File: src/sve_pkg.sv
package sve_pkg;

    localparam logic [24:0] Q_ONE  = 25'h100_0000;
    localparam logic [48:0] Q_HALF = 49'h0_0000_0080_0000;
    localparam logic [31:0] GAP_LIMIT = 32'd100;

    localparam logic [1:0] REG_DC_ALPHA   = 2'd0;
    localparam logic [1:0] REG_CUTOFF     = 2'd1;
    localparam logic [1:0] REG_DEF_PERIOD = 2'd2;

    localparam logic [24:0] DC_ALPHA_RST   = 25'd16777;
    localparam logic [24:0] CUTOFF_RST     = 25'd52705;
    localparam logic [6:0]  DEF_PERIOD_RST = 7'd1;

    typedef struct packed {
        logic accept;
        logic mul_lo;
        logic mul_hi;
        logic mean_upd;
        logic inc_calc;
        logic integ_upd;
        logic smooth_diff;
        logic finish;
    } t_cmd;

    typedef struct packed {
        logic out_free;
    } t_sts;

endpackage

File: src/sve_ctrl.sv
module sve_ctrl
    import sve_pkg::*;
(
    input  logic i_clk,
    input  logic i_rst_n,
    input  logic i_req_valid,
    output logic o_req_ready,
    input  t_sts i_sts,
    output t_cmd o_cmd
);

    localparam logic [3:0] ST_IDLE  = 4'd0;
    localparam logic [3:0] ST_LO1   = 4'd1;
    localparam logic [3:0] ST_HI1   = 4'd2;
    localparam logic [3:0] ST_MEAN  = 4'd3;
    localparam logic [3:0] ST_INC   = 4'd4;
    localparam logic [3:0] ST_INTEG = 4'd5;
    localparam logic [3:0] ST_SDIFF = 4'd6;
    localparam logic [3:0] ST_LO2   = 4'd7;
    localparam logic [3:0] ST_HI2   = 4'd8;
    localparam logic [3:0] ST_DONE  = 4'd9;

    logic [3:0] r_state;
    logic [3:0] n_state;

    assign o_req_ready = (r_state == ST_IDLE);

    always_comb begin
        n_state = r_state;
        o_cmd   = '0;
        unique case (r_state)
            ST_IDLE: begin
                if (i_req_valid) begin
                    o_cmd.accept = 1'b1;
                    n_state      = ST_LO1;
                end
            end
            ST_LO1: begin
                o_cmd.mul_lo = 1'b1;
                n_state      = ST_HI1;
            end
            ST_HI1: begin
                o_cmd.mul_hi = 1'b1;
                n_state      = ST_MEAN;
            end
            ST_MEAN: begin
                o_cmd.mean_upd = 1'b1;
                n_state        = ST_INC;
            end
            ST_INC: begin
                o_cmd.inc_calc = 1'b1;
                n_state        = ST_INTEG;
            end
            ST_INTEG: begin
                o_cmd.integ_upd = 1'b1;
                n_state         = ST_SDIFF;
            end
            ST_SDIFF: begin
                o_cmd.smooth_diff = 1'b1;
                n_state           = ST_LO2;
            end
            ST_LO2: begin
                o_cmd.mul_lo = 1'b1;
                n_state      = ST_HI2;
            end
            ST_HI2: begin
                o_cmd.mul_hi = 1'b1;
                n_state      = ST_DONE;
            end
            ST_DONE: begin
                if (i_sts.out_free) begin
                    o_cmd.finish = 1'b1;
                    n_state      = ST_IDLE;
                end
            end
            default: begin
                n_state = ST_IDLE;
            end
        endcase
    end

    always_ff @(posedge i_clk) begin
        if (!i_rst_n) begin
            r_state <= ST_IDLE;
        end else begin
            r_state <= n_state;
        end
    end

endmodule

File: config.mk
export PLATFORM = sky130hd
export DESIGN_NAME = sve_ctrl
export DESIGN_NICKNAME = d
export VERILOG_FILES = /design/src/sve_pkg.sv /design/src/sve_ctrl.sv
export SDC_FILE = /design/constraint.sdc
export NUM_CORES = 1
export LEC_CHECK = 0
export BUFFER_PORTS_ARGS = -buffer_cell sky130_fd_sc_hd__buf_2
export CELL_PAD_IN_SITES_DETAIL_PLACEMENT = 1
export CELL_PAD_IN_SITES_GLOBAL_PLACEMENT = 2
export CORE_MARGIN = 5
export CORE_UTILIZATION = 21
export DETAILED_ROUTE_END_ITERATION = 12
export HOLD_SLACK_MARGIN = 0.15
export PLACE_DENSITY = 0.69
export SYNTH_ARGS = -nofsm -noshare
export SYNTH_HDL_FRONTEND = slang
export SYNTH_SLANG_ARGS = --single-unit
File: constraint.sdc
create_clock -name i_clk -period 1.1 [get_ports i_clk]
set_input_delay 0.11 -clock i_clk [delete_from_list [all_inputs] [get_ports i_clk]]
set_output_delay 0.11 -clock i_clk [all_outputs]
set_load 0.01 [all_outputs]
==> metrics.md <==
| Metric | Value |
|---|---|
| CP arrival | `1.17 ns` |
| Site Rows | `14` |
| Final core occ | `39.3%` |
| Reg2reg path depth | `4` |
| Worst setup path class | `flop to primary output` |
| Wirelength per Cell | `12.6 um` |
| DRC errors left | `0` |
| Setup WS post-layout | `-0.180 ns` |
| Tot GR Track Use | `8.98%` |
| First-pass GRT wire length | `1680 um` |
| Sequential element share of the synthesized area | `25.6%` |
| Die Footprint | `around 0.0024 mm^2` |
| Initial antenna violation count | `0` |
| Post-synth ARST share | `0%` |
| H-tree depth | `1` |
| Via density | `4.83` |
| Synth cell types | `23` |
| P_leak | `0.259 nW` |
| FF-to-FF Start | `r_state[2]` |
| Clk_lat worst skew | `0.24 ns` |
| DP Area | `~450 um^2` |
| Finished Layout Cells | `77` |
| R2R setup slack | `-0.08 ns` |
| CTS tree | `yes` |
| Slew Limit Headroom | `80.1%` |
| Measured slew at the worst slew-check pin | `0.295 ns` |
| Hold WS | `0.202 ns` |
| Crit. End Element | `primary output` |
| Biggest register | `r_state` |
| Worst path top cell family by delay | `simple AND/OR/NAND/NOR gates` |
| Status | `complete, but fails checks` |
| Cell count after placement | `69` |
| Setup Slack @ Placement | `-0.0428 ns` |
| Cells after Synth | `37` |
| GPL Wtd Cong | `0.710` |
| Total number of vias | `372` |
| Max cap viols | `0` |
| Initial Utilization | `21.5%` |
| Hold Path Class | `primary input to flop` |
| ANT nets after route | `0` |
| 1st-iter DRT viols | `3` |
| Ports | `13` |
| CTS Buffer Depth | `2` |
| Tcrit/Tclk final | `116%` |
| Final Setup Violations | `11` |
| Clock root buffer | `clkbuf_4` |
| Largest net degree at the start of global routing | `11` |
| Share of layout cells above drive strength 1 | `around 66%` |
| CP Data Required Time | `0.99 ns` |
| Post-Layout Inst Area | `roughly 570 um^2` |
| Post-synth EDFFs | `0` |
| Post-synthesis register bit count | `4` |
| Final Max Tran Viols | `0` |
| Clk sinks | `4` |
| CP cell instances | `nor4_4, and2_1, buf_2` |
| P&R area growth vs syn | `82.8%` |
| End of the worst hold path | `r_state[3]` |
| Core area | `0.00145 mm^2` |
| Crit path buf inv count | `1` |
| Peak supply drop | `0.648 mV` |
| Die X | `48.6 um` |
| Top_reg_cell synth | `dfxtp_1` |
| Drt total wl | `968 um` |
| GRT overflow | `0` |
| Minimum clock period | `1.28 ns` |
| Hpwl dp | `697 um` |
| Clock skew | `between 0.003 and 0.004 ns` |
| Reg-to-Reg End | `r_state[3]` |
| Synthesis Warnings | `0` |
| Worst hold path depth | `2` |
| Inserted Diodes | `0` |
| Violated checks | `setup timing` |
| Max Freq | `a little under 0.8 GHz` |
| Syn_area_per_cell | `8.45 um^2` |
| Port bufs | `12` |
| Flip-flop count of the largest register after layout | `4` |
| Clk pin slew, worst setup/hold paths | `0.04 ns` |
| PD cells | `about 1600 mW/mm^2` |
| Vias in the first global route | `between 300 and 400` |
| Post-Syn Nets | `41` |
| NumNets Final | `66` |
| Mapped cell area | `about 310 um^2` |
| Hold path start | `i_req_valid` |
| Drt first pass iters | `2` |
| Max incr delay on CP | `0.36 ns` |
| Biggest regs | `r_state: 4 flops` |
| Unrepaired setup endpoints after global routing | `true` |
| Startpoint types | `flop` |
| Final hold violations | `0` |
| Num CTS Buffers | `3` |
| Die Ht | `48.6 um` |
| Slowest cell on crit path | `dfxtp_4` |
| Crit path max fanout | `4` |
-- stage by stage --
step                      total power (W)  setup TNS (ns)
final                            0.000926           -1.20
after CTS                        0.000914           -1.29
after floorplan                  0.000465        -0.00170
after global routing              0.00100           -1.89
after global placement           0.000625         -0.0138
after detailed placement         0.000626         -0.0428
-- final cells by class --
class | instances | area (um^2)
clock buffers | 4 | 26.3
fillers | 179 | 882
inverters | 2 | 7.51
multi-input cells | 27 | 251
flip-flops and latches | 4 | 95.1
well taps | 16 | 20.0
repair buffers | 24 | 171
-- metal layers --
metal	up-vias	track usage (%)	share of wire, %
li1	189	-	-
met1	174	10.9	44
met2	9	13.5	51
met3	0	4.91	5.4
met4	0	2.69	0
met5	-	0	0
-- cell families after synthesis --
logic type / after synthesis / synth area share [%]
and+or+nand+nor: 18 / 39.2
buffers and inverters: 6 / 9.60
AOI/OAI and AO/OA: 5 / 14.4
xor gates and xnor gates: 4 / 11.2
DFF: 4 / 25.6
-- worst reg2reg max path, delay by kind of cell, from the launching register on --
family                 cells  cell delay, ns
DFF                        1            0.36
and+or+nand+nor            1            0.30
buffers and inverters      2            0.19
AOI/OAI and AO/OA          1            0.22
-- placed cells by master (no fill, tap or decap) --
| master | netlist | layout |
|---|---|---|
| nor3_2 | 0 | 2 |
| nor2_1 | 2 | 2 |
| xor2_1 | 1 | 1 |
| xnor2_2 | 0 | 1 |
| nand2_2 | 0 | 1 |
| xnor2_1 | 3 | 2 |
| clkbuf_4 | 0 | 3 |
| clkbuf_1 | 0 | 1 |
| and4bb_1 | 2 | 2 |
| nor4b_4 | 0 | 1 |
| nor3_1 | 3 | 1 |
| o221a_1 | 1 | 1 |
| and2_1 | 1 | 1 |
| nand2_1 | 3 | 2 |
| nor4_4 | 0 | 1 |
| buf_4 | 1 | 6 |
| a2111oi_2 | 1 | 1 |
| dlygate4sd3_1 | 0 | 1 |
| o21ai_0 | 2 | 2 |
| dfxtp_4 | 0 | 4 |
| inv_2 | 1 | 2 |
| nand3_2 | 0 | 1 |
| nand4b_1 | 1 | 1 |
| or4_1 | 1 | 1 |
| and4_1 | 1 | 1 |
| and3_1 | 1 | 1 |
| buf_2 | 3 | 12 |
| o41ai_1 | 1 | 1 |
| buf_6 | 0 | 5 |
-- worst max path at each step --
stage,start,endpoint,slack (ns),cells past startpoint
detailed placement,r_state[2],r_state[0],-0.04,2
CTS,r_state[2],o_cmd[7],-0.19,3
global route,r_state[2],o_cmd[7],-0.25,3
global placement,r_state[3],r_state[3],-0.009,3
finish,r_state[2],o_cmd[7],-0.18,3
floorplan,r_state[2],r_state[3],-0.002,3
-- where the power goes --
part / switching [W] / internal (W)
logic: 0.000230 / 0.000269
clock network: 0.0000674 / 0.000137
registers: 0.0000419 / 0.000181
total: 0.000340 / 0.000586
-- cell usage after synthesis (2+ instances only) --
library cell,n,area [um^2]
o21ai_0,2,10.0
xnor2_1,3,26.3
dfxtp_1,4,80.1
buf_2,3,15.0
nor2_1,2,7.51
nor3_1,3,15.0
nand2_1,3,11.3
and4bb_1,2,25.0
-- what timing repair did --
action	4_1_cts	5_1_grt
resized for setup	13	4
hold endpoints to repair	3	0
hold buffers	1	0
setup buffers	3	0
endpoints found under the setup margin	11	11
pin swaps	3	1
(Power assumes the default switching activity.)
